$ cat src/rtl/tsbs_pkg.sv
// Shared types, constants and helper functions for the texture store sampler.
// Used by the controller, the datapath and the top level; depends on nothing.
package tsbs_pkg;

    localparam int DEF_MAX_WIDTH  = 256;
    localparam int DEF_MAX_HEIGHT = 256;

    localparam logic [1:0] OP_WRITE   = 2'd0;
    localparam logic [1:0] OP_NEAREST = 2'd1;

    localparam logic [1:0] LAYOUT_GREY = 2'd0;
    localparam logic [1:0] LAYOUT_RGB  = 2'd1;

    localparam logic [1:0] REG_WIDTH  = 2'd0;
    localparam logic [1:0] REG_HEIGHT = 2'd1;
    localparam logic [1:0] REG_LAYOUT = 2'd2;

    // Controller to datapath commands.
    typedef struct packed {
        logic       capture;   // register the accepted input word
        logic       wrap;      // one step of the coordinate remainder
        logic [1:0] wstep;
        logic       setup;     // compute wrapped indices and fractions
        logic       fetch;     // issue one memory access
        logic [1:0] tap;       // which neighbor is being fetched
        logic       blend;     // one blend step
        logic [1:0] bstep;
        logic       finish;    // load the output register
    } tsbs_cmd_t;

    // Datapath to controller status.
    typedef struct packed {
        logic [1:0] op;
    } tsbs_stat_t;

    // Q1.12 to byte: min(floor(c * 255 / 4096), 255).
    function automatic logic [7:0] to_byte(input logic [12:0] c);
        logic [20:0] p;
        begin
            p = {8'd0, c} * 21'd255;
            to_byte = (p[20:12] > 9'd255) ? 8'd255 : p[19:12];
        end
    endfunction

endpackage

$ cat src/rtl/tsbs_ctrl.sv
// Sequencer for the texture store sampler.
// Depends on tsbs_pkg for the command and status structs.
module tsbs_ctrl
    import tsbs_pkg::*;
(
    input  logic       aclk,
    input  logic       aresetn,
    input  logic       s_valid,
    output logic       s_ready,
    output logic       m_valid,
    input  logic       m_ready,
    input  tsbs_stat_t stat,
    output tsbs_cmd_t  cmd
);

    typedef enum logic [7:0] {
        ST_IDLE  = 8'b00000001,
        ST_WRAP  = 8'b00000010,
        ST_SETUP = 8'b00000100,
        ST_FETCH = 8'b00001000,
        ST_WAIT  = 8'b00010000,
        ST_BLEND = 8'b00100000,
        ST_DONE  = 8'b01000000,
        ST_OUT   = 8'b10000000
    } state_t;

    state_t     state_reg, state_next;
    logic [1:0] cnt_reg, cnt_next;
    logic       mv_reg, mv_next;
    logic       out_free;

    // The output register frees when empty or being taken.
    assign out_free = !mv_reg || m_ready;
    assign s_ready  = (state_reg == ST_IDLE);
    assign m_valid  = mv_reg;

    always_comb begin
        state_next = state_reg;
        cnt_next   = cnt_reg;
        mv_next    = mv_reg && !m_ready;
        cmd        = '0;
        cmd.tap    = cnt_reg;
        cmd.bstep  = cnt_reg;
        cmd.wstep  = cnt_reg;
        unique case (state_reg)
            ST_IDLE: begin
                if (s_valid) begin
                    cmd.capture = 1'b1;
                    cnt_next    = 2'd0;
                    state_next  = ST_WRAP;
                end
            end
            ST_WRAP: begin
                cmd.wrap = 1'b1;
                cnt_next = cnt_reg + 2'd1;
                if (cnt_reg == 2'd3) begin
                    state_next = ST_SETUP;
                end
            end
            ST_SETUP: begin
                cmd.setup  = 1'b1;
                cnt_next   = 2'd0;
                state_next = ST_FETCH;
            end
            ST_FETCH: begin
                cmd.fetch = 1'b1;
                cnt_next  = cnt_reg + 2'd1;
                if (stat.op == OP_WRITE || stat.op == OP_NEAREST || cnt_reg == 2'd3) begin
                    state_next = ST_WAIT;
                end
            end
            ST_WAIT: begin
                cnt_next   = 2'd0;
                state_next = ST_BLEND;
            end
            ST_BLEND: begin
                cmd.blend = 1'b1;
                cnt_next  = cnt_reg + 2'd1;
                if (cnt_reg == 2'd2) begin
                    state_next = ST_DONE;
                end
            end
            ST_DONE: begin
                state_next = ST_OUT;
            end
            ST_OUT: begin
                if (out_free) begin
                    cmd.finish = 1'b1;
                    mv_next    = 1'b1;
                    state_next = ST_IDLE;
                end
            end
            default: state_next = ST_IDLE;
        endcase
    end

    always_ff @(posedge aclk) begin
        if (!aresetn) begin
            state_reg <= ST_IDLE;
            cnt_reg   <= 2'd0;
            mv_reg    <= 1'b0;
        end else begin
            state_reg <= state_next;
            cnt_reg   <= cnt_next;
            mv_reg    <= mv_next;
        end
    end

endmodule

$ cat config.mk
export PLATFORM = sky130hd
export DESIGN_NAME = tsbs_ctrl
export DESIGN_NICKNAME = d
export VERILOG_FILES = /design/src/rtl/tsbs_pkg.sv /design/src/rtl/tsbs_ctrl.sv
export SDC_FILE = /design/constraint.sdc
export NUM_CORES = 1
export LEC_CHECK = 0
export BUFFER_PORTS_ARGS = -buffer_cell sky130_fd_sc_hd__buf_2
export CELL_PAD_IN_SITES_DETAIL_PLACEMENT = 0
export CELL_PAD_IN_SITES_GLOBAL_PLACEMENT = 1
export CORE_MARGIN = 2
export CORE_UTILIZATION = 40
export CTS_BUF_LIST = sky130_fd_sc_hd__clkbuf_2 sky130_fd_sc_hd__clkbuf_4 sky130_fd_sc_hd__clkbuf_8
export DETAILED_ROUTE_END_ITERATION = 12
export HOLD_SLACK_MARGIN = 0.15
export PLACE_DENSITY = 0.92
export SYNTH_ARGS = -nofsm -noshare
export SYNTH_HDL_FRONTEND = slang
export SYNTH_SLANG_ARGS = --single-unit
$ cat constraint.sdc
create_clock -name aclk -period 4.99 [get_ports aclk]
set_input_delay 1.497 -clock aclk [delete_from_list [all_inputs] [get_ports aclk]]
set_output_delay 1.497 -clock aclk [all_outputs]
set_load 0.02 [all_outputs]
* After elaboration in Yosys (flattened, before gate mapping)
Index checks and enable logic that the tools add are counted.
Operators by class: add/sub/neg operators 1, reduce and logical (&&, ||, !) cells 12, mux-type cells 18, equality and inequality tests 16
Operators with widths (number):
- one-hot mux 8 bit (8 select lines) | 1
- two-way mux 8 bit | 5
- two-way mux 1 bit | 10
- inequality test 2 bit (second input constant) | 5
- equality test 8 x 1 -> 1 bit (second input constant) | 1
- equality test 8 x 2 -> 1 bit (second input constant) | 1
- equality test 8 x 3 -> 1 bit (second input constant) | 1
- equality test 8 x 4 -> 1 bit (second input constant) | 1
- equality test 8 x 5 -> 1 bit (second input constant) | 1
- equality test 8 x 6 -> 1 bit (second input constant) | 1
- equality test 8 x 7 -> 1 bit (second input constant) | 1
- equality test 8 bit (second input constant) | 1
- one-hot mux 2 bit (3 select lines) | 1
- AND reduction 5 bit | 1
- equality test 2 bit (second input constant) | 2
- logical OR 1 bit | 3
- nonzero test 3 bit | 1
- OR reduction 3 bit | 1
- adder 2 x 1 -> 2 bit (second input constant) | 1
- equality test 2 x 1 -> 1 bit (second input constant) | 1
- logical NOT 1 bit | 2
- logical NOT 2 bit | 1
- two-way mux 2 bit | 1
- AND reduction 2 bit | 1
- 2 further kinds | 2
Storage, ports and cells: input bits 6, word-level logic and storage cells 50, output and inout port bits 14, bits in registers 11

* Logic depth before layout (Yosys ltp)
Gate-level depths: netlist of run 1.
word-level depth 5, depth in mapped cells 7, gate-level depth less buffers 6

* Worst setup path before layout of run 1
OpenSTA, ideal clock, no wires.
path type input-to-output, start input port m_ready, end output port cmd[0] in the netlist's numbering, stages on the path 2, arrival time 2.007 ns, data required time 3.493 ns, setup slack 1.486 ns, path through and2b_2 -> nor2_1
RTL lines:
- start, declared | line tsbs_ctrl.sv:11 | input logic m_ready,
- end, declared | line tsbs_ctrl.sv:13 | output tsbs_cmd_t cmd

==> reports/qor_table.md, run 1 <==
| Metric | Reported | Unit |
|:---|:---|:---|
| Run status | completed | - |
| #FFs+latches synth | 11 | - |
| Count of flip-flops with a built-in enable after synthesis | 0 | - |
| Overall Global Routing Usage | 0.156 | - |
| Flip-flop count of the largest register after layout | 8 | - |
| Number of DRC violations after detailed routing | 0 | - |
| Pin count of the biggest net entering global routing | 9 | - |
| Wire length of the first global-routing pass | 2300 | um |
| Clock insertion delay at the later pin of the skew report | 270 | ps |
| Post-route setup TNS | 0 | ps |
| Wire length reported by the detailed router | 1450 | um |
| Post-Syn Area per Cell | 8.52 | um^2 |
| Max-Cap Viols | 0 | - |
| Instance count along the most critical hold path | 1 | - |
| Post-CTS setup buffer count | 0 | - |
| Slew HR | 0.545 | - |
| Syn Nets | 86 | - |
| Starting density of the core | 0.436 | - |
| Clock root cell | sky130_fd_sc_hd__clkbuf_4 | - |
| Share of post-route cells with drive strength above 1 | 0.286 | - |
| Critical register-to-register path endpoint | state_reg[4] | - |
| Routability Congestion | 0.754 | - |
| Layout overhead on the synthesized area | 12.1 | % |
| Total I/O pin count | 20 | - |
| Number of hold-slack violations in the final timing report | 0 | - |
| Capturing element type of the critical path | output pin | - |
| Main flop type after synthesis | sky130_fd_sc_hd__dfxtp_1 | - |
| Overflow after GRT | 0 | - |
| Area of the die | 0.00200 | mm^2 |
| Register-to-Register Path Depth | 5 | - |
| Arr. time, crit path | 2050 | ps |
| Peak ir drop on the vdd network | 166 | uV |
| Maximum clock rate | 282 | MHz |
| Combinational group share of total power | 0.290 | - |
| Chip height | 44.8 | um |
| Number of antenna repair diodes | 0 | - |
| First-pass iteration count of the detailed router | 4 | - |
| Fin util | 0.489 | - |
| Antenna violations before repair | 0 | - |
| Flop pwr share | 0.423 | - |
| Clock power frac | 0.287 | - |
| Crit Path Max Fanout | 3 | - |
| Start point of the worst min-delay path | cnt_reg[0] | - |
| Dominant cells by area after synthesis | sky130_fd_sc_hd__dfxtp_1 (33%), sky130_fd_sc_hd__buf_4 (6.8%), sky130_fd_sc_hd__nor2_1 (6.2%), sky130_fd_sc_hd__nor4_1 (4.7%), sky130_fd_sc_hd__o21a_1 (4.5%) | - |
| Period minus WS final | 3550 | ps |
| Die Span X | 44.8 | um |
| Quantity of I/O buffers inserted on ports | 18 | - |
| Standard-cell row count | 14 | - |
| Register Area | 220 | um^2 |
| Maximum clock path buffer count | 2 | - |
| FILL cells | 153 | - |
| Fraction of power spent switching nets | 0.346 | - |
| Post-synth top area share | 0.331 | - |
| R2R setup slack | 2800 | ps |
| Register area share after synthesis | 0.331 | - |
| Fin cells | 107 | - |
| Clock tree from TritonCTS | done | - |
| Final setup vio count | 0 | - |
| H-tree levels | 1 | - |
| Clock tree skew after final layout | 3.53 | ps |
| YS warnings | 0 | - |
| Final Max Slew Viols | 0 | - |
| Multi-input combinational cell area | 369 | um^2 |
| Net count, final | 100 | - |
| Ys async rst share | 0 | - |
| CTS resizes | 0 | - |
| Cts hold-fix bufs | 0 | - |
| Cell area after layout | 744 | um^2 |
| Sinks on the clock net | 11 | - |
| Power per cell area | 321 | mW/mm^2 |
| First DRT Iteration DRCs | 27 | - |
| Number of distinct library cell variants in the gate-level netlist after synthesis | 29 | - |
| Internal | 0.000156 | W |
| CTS clock-pin slew for the worst setup and hold paths | 70 | ps |
| Worst hold path class | reg2reg | - |
| Final Cycle Share | 0.712 | - |
| Via count of the routed design | 612 | - |
| Worst Setup Start Kind | input pin | - |
| Via-to-Cell Ratio | 5.72 | - |
| Worst flop-to-flop path startpoint | state_reg[4] | - |
| Vias in the first global route | 578 | - |
| Routed wirelength normalized by instance count | 13.5 | um |
| DP Area | 714 | um^2 |
| Hold Path Sink | cnt_reg[0] | - |
| Leakage power | 0.347 | nW |
| Unrepaired setup endpoints after global routing | no | - |
| Total instance count after detailed placement | 103 | - |
| Tightest Pin Transition | 676 | ps |
| Cell count after synthesis | 78 | - |
| Category of the critical setup timing path | in2out | - |
| Reported net switching power | 0.0000825 | W |
| Req. time, crit path | 3490 | ps |
| Cell accounting for the most synthesized area | sky130_fd_sc_hd__dfxtp_1 | - |
| CORE AREA | 0.00152 | mm^2 |
| Post-DRT Antenna Nets | 0 | - |
| Post-synth design cell area | 664 | um^2 |
| List of most frequent post-synthesis cells | sky130_fd_sc_hd__dfxtp_1 (11), sky130_fd_sc_hd__nor2_1 (11), sky130_fd_sc_hd__buf_4 (6), sky130_fd_sc_hd__nor4_1 (5) | - |
| Final HPWL DP | 1090 | um |
| CTS buffer count | 3 | - |
==> per-stage QoR <==
stage	hold WS, ps	setup slack (ps)	power [W]
after CTS	535	1440	0.000240
after global routing	561	1360	0.000250
after detailed placement	517	1440	0.000172
final	516	1440	0.000239
after global placement	493	1450	0.000170
after floorplan	511	1490	0.000156
==> power groups by stage <==
stage          Sequential (W)  Combinational, W  Clock [W]
6_report             0.000101         0.0000693  0.0000685
3_3_place_gp         0.000102         0.0000678          0
3_5_place_dp         0.000103         0.0000695          0
4_1_cts              0.000101         0.0000697  0.0000696
2_1_floorplan        0.000102         0.0000542          0
5_1_grt              0.000102         0.0000770  0.0000716
==> critical path, stage by stage <==
cell and delay, ps:
sky130_fd_sc_hd__buf_2 70, sky130_fd_sc_hd__and2b_2 220, sky130_fd_sc_hd__nor2_1 100, sky130_fd_sc_hd__buf_2 170
==> cell type report <==
type | count | area share
well taps | 16 | 0.0269
inverters | 4 | 0.0202
multi-input cells | 54 | 0.496
repair buffers | 18 | 0.121
clock buffers | 4 | 0.0403
flip-flops and latches | 11 | 0.296
==> how the worst max path moves through the flow <==
| stage | start | endpoint | depth (start not counted) |
|---|---|---|---|
| global placement | m_ready | cmd[0] | 4 |
| global route | state_reg[1] | cmd[3] | 4 |
| CTS | m_ready | cmd[0] | 4 |
| floorplan | m_ready | cmd[0] | 2 |
| detailed placement | m_ready | cmd[0] | 4 |
| finish | m_ready | cmd[0] | 4 |
==> cell families after synthesis <==
family,count (synthesis),synth area share
buf+inv,13,0.113
compound gates,15,0.173
flops,11,0.331
fa+ha+maj,2,0.0377
simple gates,35,0.318
xor+xnor,2,0.0264
==> per-layer routing <==
layer / GRT usage / up-vias / part of all wire
met5: 0 / - / 0
li1: - / 299 / -
met3: 0.0480 / 2 / 0.081
met2: 0.287 / 21 / 0.48
met4: 0.0364 / 0 / 0.0076
met1: 0.174 / 290 / 0.43
==> cell usage in the layout, fill, tap and decap left out, drive strengths merged, types with 2 or more instances in the layout <==
cell type	netlist	final
buf	8	18
nor2	11	11
dfxtp	11	11
nor4	5	5
inv	4	4
o21a	4	4
clkbuf	1	4
or2b	3	3
nand4b	3	3
nor3	3	3
a21oi	3	3
o21ai	3	3
a21boi	2	2
xnor2	2	2
ha	2	2
and4b	2	2
(Power assumes the default switching activity.)
==> inputs of run 2 (changes only) <==
- CORE_UTILIZATION: 40 -> 37
- PLACE_DENSITY: 0.92 -> 0.87
- clock period: 4.99 -> 3.7 ns (I/O delays scaled with it)
==> run 2 against run 1 <==
Against the previous run: core utilization shrank 4.6 points; hold slack gained 22 ps; largest power group unchanged; combinational power grew 34%; wire length shrank 3.9%; highest routed layer unchanged; flip-flop and latch count is the same; die area grew 7.4%; non-clock buffer count is the same; clock power grew 31%.
==> reports/qor_table.md, run 2 (synthesized netlist as in run 1, its figures left out) <==
| Metric | Reported | Unit | Delta |
|:---|:---|:---|:---|
| Post-route setup TNS | 0 | ps | unchanged |
| Slew HR | 0.535 | - | -0.0109 |
| Run status | completed | - |  |
| Clock power frac | 0.282 | - | -0.005 |
| Cell area after layout | 756 | um^2 | +1.5% |
| Combinational group share of total power | 0.291 | - | about the same |
| Chip height | 46.4 | um | +3.6% |
| CTS clock-pin slew for the worst setup and hold paths | 70 | ps | about the same |
| Power per cell area | 422 | mW/mm^2 | +32% |
| Starting density of the core | 0.389 | - | -0.0469 |
| Wire length reported by the detailed router | 1390 | um | -3.9% |
| Reported net switching power | 0.000108 | W | +31% |
| First-pass iteration count of the detailed router | 4 | - | unchanged |
| Die Span X | 46.4 | um | +3.6% |
| Standard-cell row count | 15 | - | +1 |
| CTS resizes | 0 | - | unchanged |
| Vias in the first global route | 545 | - | -5.7% |
| Leakage power | 0.347 | nW | unchanged |
| Final Max Slew Viols | 0 | - | unchanged |
| Period minus WS final | 3110 | ps |  |
| Register-to-Register Path Depth | 4 | - | -1 |
| Total I/O pin count | 20 | - | unchanged |
| Pin count of the biggest net entering global routing | 9 | - | unchanged |
| Cts hold-fix bufs | 0 | - | unchanged |
| Number of hold-slack violations in the final timing report | 0 | - | unchanged |
| Overall Global Routing Usage | 0.151 | - | -0.00489 |
| Clock tree from TritonCTS | done | - |  |
| Area of the die | 0.00215 | mm^2 | +7.4% |
| Sinks on the clock net | 11 | - | unchanged |
| Internal | 0.000211 | W | +35% |
| Max-Cap Viols | 0 | - | unchanged |
| Category of the critical setup timing path | reg2out | - |  |
| Fraction of power spent switching nets | 0.339 | - | -0.00615 |
| Worst flop-to-flop path startpoint | state_reg[1] | - |  |
| Start point of the worst min-delay path | cnt_reg[0] | - |  |
| Worst Setup Start Kind | flip-flop | - |  |
| Layout overhead on the synthesized area | 13.7 | % |  |
| Worst hold path class | reg2reg | - |  |
| Overflow after GRT | 0 | - | unchanged |
| Final HPWL DP | 1070 | um | -2.2% |
| Instance count along the most critical hold path | 1 | - | unchanged |
| Flip-flop count of the largest register after layout | 8 | - | unchanged |
| Routability Congestion | 0.752 | - | -0.25% |
| Antenna violations before repair | 0 | - | unchanged |
| CORE AREA | 0.00171 | mm^2 | +12% |
| First DRT Iteration DRCs | 15 | - | -44% |
| Clock tree skew after final layout | 4.05 | ps | +0.512 ps |
| Final Cycle Share | 0.841 | - |  |
| Final setup vio count | 0 | - | unchanged |
| Clock root cell | sky130_fd_sc_hd__clkbuf_4 | - |  |
| Via count of the routed design | 601 | - | -1.8% |
| Hold Path Sink | cnt_reg[0] | - |  |
| Via-to-Cell Ratio | 5.18 | - | -9.4% |
| Net count, final | 100 | - | unchanged |
| Routed wirelength normalized by instance count | 12.0 | um | -11% |
| Quantity of I/O buffers inserted on ports | 18 | - | unchanged |
| Number of DRC violations after detailed routing | 0 | - | unchanged |
| Req. time, crit path | 2590 | ps | -900 ps |
| Maximum clock rate | 321 | MHz |  |
| Most common cell after layout, fill and taps aside | sky130_fd_sc_hd__buf_2 | - |  |
| Number of antenna repair diodes | 0 | - | unchanged |
| CTS buffer count | 3 | - | unchanged |
| Unrepaired setup endpoints after global routing | no | - |  |
| Most frequent cells in the layout | sky130_fd_sc_hd__buf_2 (18), sky130_fd_sc_hd__nor2_1 (11), sky130_fd_sc_hd__dfxtp_1 (11) | - |  |
| FILL cells | 182 | - | +19% |
| Peak ir drop on the vdd network | 146 | uV | -12% |
| Capturing element type of the critical path | output pin | - |  |
| Wire length of the first global-routing pass | 2260 | um | -1.5% |
| Clock insertion delay at the later pin of the skew report | 270 | ps | about the same |
| Flop pwr share | 0.427 | - | +0.004 |
| Post-CTS setup buffer count | 0 | - | unchanged |
| R2R setup slack | 1500 | ps | -1300 ps |
| H-tree levels | 1 | - | unchanged |
| Post-DRT Antenna Nets | 0 | - | unchanged |
| Crit Path Max Fanout | 6 | - | +3 |
| Arr. time, crit path | 2000 | ps | -50 ps |
| Share of post-route cells with drive strength above 1 | 0.286 | - | unchanged |
| Tightest Pin Transition | 692 | ps | +16.2 ps |
| Maximum clock path buffer count | 2 | - | unchanged |
| Critical register-to-register path endpoint | state_reg[0] | - |  |
| DP Area | 726 | um^2 | +1.6% |
==> run 2: cell counts in the layout (fill, tap and decap cells not counted) <==
No cell type changed its count.
==> run 2: cell type report <==
type	instances	area, um^2	area share
Multi-Input combinational cell	54	369	0.488
Tap cell	25	31.3	0.0414
Sequential cell	11	220	0.291
Inverter	4	15.0	0.0199
Clock buffer	4	30.0	0.0397
Timing Repair Buffer	18	90.1	0.119
==> run 2: power groups by stage <==
stage          combinational, W  sequential (W)   clock, W
2_1_floorplan         0.0000731        0.000138          0
3_3_place_gp          0.0000917        0.000138          0
3_5_place_dp          0.0000925        0.000139          0
4_1_cts               0.0000928        0.000136  0.0000927
5_1_grt                0.000102        0.000138  0.0000978
6_report              0.0000928        0.000136  0.0000900
==> run 2: worst max-delay path by stage <==
| stage | slack (ps) | startpoint | cells past startpoint | to |
|---|---|---|---|---|
| 5_1_grt | 430 | state_reg[1] | 4 | cmd[3] |
| 3_5_place_dp | 900 | state_reg[4] | 4 | cmd[6] |
| 4_1_cts | 590 | state_reg[4] | 4 | cmd[6] |
| 2_1_floorplan | 890 | state_reg[4] | 3 | cmd[7] |
| 6_report | 590 | state_reg[4] | 4 | cmd[6] |
| 3_3_place_gp | 900 | state_reg[4] | 4 | cmd[6] |
==> run 2: layer usage <==
metal  vias to the layer above  global-route usage  wire length, um  part of all wire
li1                        302                   -                -                 -
met1                       273               0.181              660              0.47
met2                        21               0.244              610              0.44
met3                         5              0.0471               94             0.068
met4                         0              0.0686               25             0.018
met5                         -                   0                0                 0
==> run 2: through the flow <==
step / setup WS (ps) / std cells / utilization / hold slack [ps] / power [W]
after floorplan: 889 / 78 / - / 511 / 0.000211
after global placement: 904 / 112 / 0.425 / 489 / 0.000230
after detailed placement: 902 / 112 / 0.425 / 521 / 0.000231
after CTS: 595 / 116 / 0.442 / 547 / 0.000321
after global routing: 435 / 116 / 0.442 / 598 / 0.000338
final: 588 / 116 / 0.442 / 539 / 0.000319
==> run 2: critical path, cell delays in order (launching register included) <==
cell and delay [ps]:
sky130_fd_sc_hd__dfxtp_1 340, sky130_fd_sc_hd__or4_1 640, sky130_fd_sc_hd__or3_1 460, sky130_fd_sc_hd__nor2_1 130, sky130_fd_sc_hd__buf_2 170
==> inputs of run 3 (changes only) <==
- clock period: 3.7 -> 3.2 ns (I/O delays scaled with it)
==> run 3 against run 2 <==
Against the previous run: die area is the same; clock power grew 17%; sequential share of layout area decreased by 0.29 points; register-to-register slack got worse by 500 ps; flip-flop and latch count stayed put; sequential power increased by 15%; clock skew is 1.5 ps higher; wire length increased by 2.9%; core utilization rose by 0.44 points; power up 17%; cell count is 0.86% higher.
==> reports/qor_table.md, run 3 (synthesized netlist as in run 1, its figures left out) <==
| Metric | Reported | Unit | Delta |
|:---|:---|:---|:---|
| CTS buffer count | 3 | - | unchanged |
| Slew HR | 0.624 | - | +0.0898 |
| Post-route worst hold slack | 529 | ps | -10.3 ps |
| Chip height | 46.4 | um | unchanged |
| Clock root cell | sky130_fd_sc_hd__clkbuf_4 | - |  |
| Unrepaired setup endpoints after global routing | no | - |  |
| Antenna violations before repair | 0 | - | unchanged |
| Arr. time, crit path | 2010 | ps | about the same |
| Number of hold-slack violations in the final timing report | 0 | - | unchanged |
| Worst flop-to-flop path startpoint | state_reg[4] | - |  |
| Capturing element type of the critical path | output pin | - |  |
| Cts hold-fix bufs | 0 | - | unchanged |
| Area of the die | 0.00215 | mm^2 | unchanged |
| Fin util | 0.447 | - | +0.00439 |
| Standard-cell row count | 15 | - | unchanged |
| Leakage power | 0.352 | nW | +1.5% |
| Number of antenna repair diodes | 0 | - | unchanged |
| Sinks on the clock net | 11 | - | unchanged |
| Clock insertion delay at the later pin of the skew report | 270 | ps | about the same |
| Net count, final | 101 | - | +1.0% |
| Starting density of the core | 0.389 | - | unchanged |
| Overall Global Routing Usage | 0.142 | - | -0.00937 |
| Cell area after layout | 763 | um^2 | +0.99% |
| Maximum clock path buffer count | 2 | - | unchanged |
| H-tree levels | 1 | - | unchanged |
| Req. time, crit path | 2240 | ps | -350 ps |
| Final HPWL DP | 1060 | um | -1.3% |
| Pin count of the biggest net entering global routing | 9 | - | unchanged |
| Most frequent cells in the layout | sky130_fd_sc_hd__buf_2 (18), sky130_fd_sc_hd__nor2_1 (11), sky130_fd_sc_hd__dfxtp_1 (11) | - |  |
| Post-route setup TNS | 0 | ps | unchanged |
| Instance count along the most critical hold path | 1 | - | unchanged |
| Crit Path Max Fanout | 6 | - | unchanged |
| Die Span X | 46.4 | um | unchanged |
| Run status | completed | - |  |
| Clock tree from TritonCTS | done | - |  |
| Combinational group share of total power | 0.300 | - | +0.009 |
| Final Max Slew Viols | 0 | - | unchanged |
| First DRT Iteration DRCs | 16 | - | +1 |
| Overflow after GRT | 0 | - | unchanged |
| Clock power frac | 0.280 | - | -0.002 |
| First-pass iteration count of the detailed router | 4 | - | unchanged |
| Flop pwr share | 0.420 | - | -0.007 |
| Max-Cap Viols | 0 | - | unchanged |
| Post-CTS setup buffer count | 0 | - | unchanged |
| Total I/O pin count | 20 | - | unchanged |
| Final setup vio count | 0 | - | unchanged |
| Period minus WS final | 2970 | ps |  |
| Flip-flop count of the largest register after layout | 8 | - | unchanged |
| CTS clock-pin slew for the worst setup and hold paths | 80 | ps | about the same |
| Routability Congestion | 0.770 | - | +2.3% |
| Wire length of the first global-routing pass | 2120 | um | -6.4% |
| Via-to-Cell Ratio | 5.22 | - | +0.79% |
| Category of the critical setup timing path | reg2out | - |  |
| Worst Setup Start Kind | flip-flop | - |  |
| Post-DRT Antenna Nets | 0 | - | unchanged |
| Via count of the routed design | 611 | - | +1.7% |
| Internal | 0.000247 | W | +17% |
| Power per cell area | 490 | mW/mm^2 | +16% |
| Start point of the worst min-delay path | cnt_reg[0] | - |  |
| CORE AREA | 0.00171 | mm^2 | unchanged |
| Vias in the first global route | 517 | - | -5.1% |
| Routed wirelength normalized by instance count | 12.2 | um | +2.0% |
| Worst hold path class | reg2reg | - |  |
| Critical register-to-register path endpoint | state_reg[2] | - |  |
| R2R setup slack | 1000 | ps | -500 ps |
| Register-to-Register Path Depth | 5 | - | +1 |
| Fraction of power spent switching nets | 0.340 | - | +0.000745 |
| Tightest Pin Transition | 559 | ps | -133 ps |
| Maximum clock rate | 336 | MHz |  |
| Clock tree skew after final layout | 5.52 | ps | +1.48 ps |
| Reported net switching power | 0.000127 | W | +18% |
| Fin cells | 117 | - | +0.86% |
| CTS resizes | 0 | - | unchanged |
| Wire length reported by the detailed router | 1430 | um | +2.9% |
| Share of post-route cells with drive strength above 1 | 0.293 | - | +0.00776 |
| Hold Path Sink | cnt_reg[0] | - |  |
| DP Area | 733 | um^2 | +1.0% |
| Total instance count after detailed placement | 113 | - | +0.89% |
| Most common cell after layout, fill and taps aside | sky130_fd_sc_hd__buf_2 | - |  |
| Peak ir drop on the vdd network | 227 | uV | +55% |
| Layout overhead on the synthesized area | 14.9 | % |  |
| Final Cycle Share | 0.929 | - |  |
| Quantity of I/O buffers inserted on ports | 18 | - | unchanged |
| Number of DRC violations after detailed routing | 0 | - | unchanged |
## run 3: through the flow
stage / power [W] / setup WS, ps
final: 0.000374 / 228
after global routing: 0.000394 / 159
after CTS: 0.000376 / 219
after detailed placement: 0.000273 / 527
after global placement: 0.000270 / 553
after floorplan: 0.000244 / 539
## run 3: critical path, cell delays in order, from the launching register on
cell,delay [ps]
sky130_fd_sc_hd__dfxtp_1,340
sky130_fd_sc_hd__or4_1,650
sky130_fd_sc_hd__or3_1,460
sky130_fd_sc_hd__nor2_1,130
sky130_fd_sc_hd__buf_2,160
## run 3: area by class of cell
class | instances | area, um^2
sequential | 11 | 220
fill | 174 | 945
multi-input combinational | 54 | 369
clock buffer | 4 | 30.0
tap | 25 | 31.3
inverter | 4 | 15.0
timing repair buffer | 19 | 97.6
## run 3: routing by layer
| metal | wire length [um] | up-vias | GRT usage | part of all wire |
|---|---|---|---|---|
| met4 | 14 | 0 | 0.0514 | 0.0098 |
| met2 | 664 | 24 | 0.233 | 0.46 |
| li1 | - | 304 | - | - |
| met1 | 640 | 279 | 0.170 | 0.45 |
| met5 | 0 | - | 0 | 0 |
| met3 | 111 | 4 | 0.0471 | 0.078 |
## run 3: worst max path at each step
| stage | start | endpoint | slack, ps | cells after the start |
|---|---|---|---|---|
| 3_5_place_dp | state_reg[4] | cmd[10] | 530 | 4 |
| 2_1_floorplan | state_reg[4] | cmd[7] | 540 | 3 |
| 6_report | state_reg[4] | cmd[10] | 230 | 4 |
| 3_3_place_gp | state_reg[4] | cmd[6] | 550 | 4 |
| 4_1_cts | state_reg[4] | cmd[10] | 220 | 4 |
| 5_1_grt | state_reg[4] | cmd[10] | 160 | 4 |
## run 3: power groups by stage
stage / Combinational, W / Sequential (W) / Clock (W)
2_1_floorplan: 0.0000845 / 0.000159 / 0
3_3_place_gp: 0.000110 / 0.000160 / 0
3_5_place_dp: 0.000112 / 0.000161 / 0
4_1_cts: 0.000112 / 0.000157 / 0.000106
5_1_grt: 0.000122 / 0.000159 / 0.000114
6_report: 0.000112 / 0.000157 / 0.000105
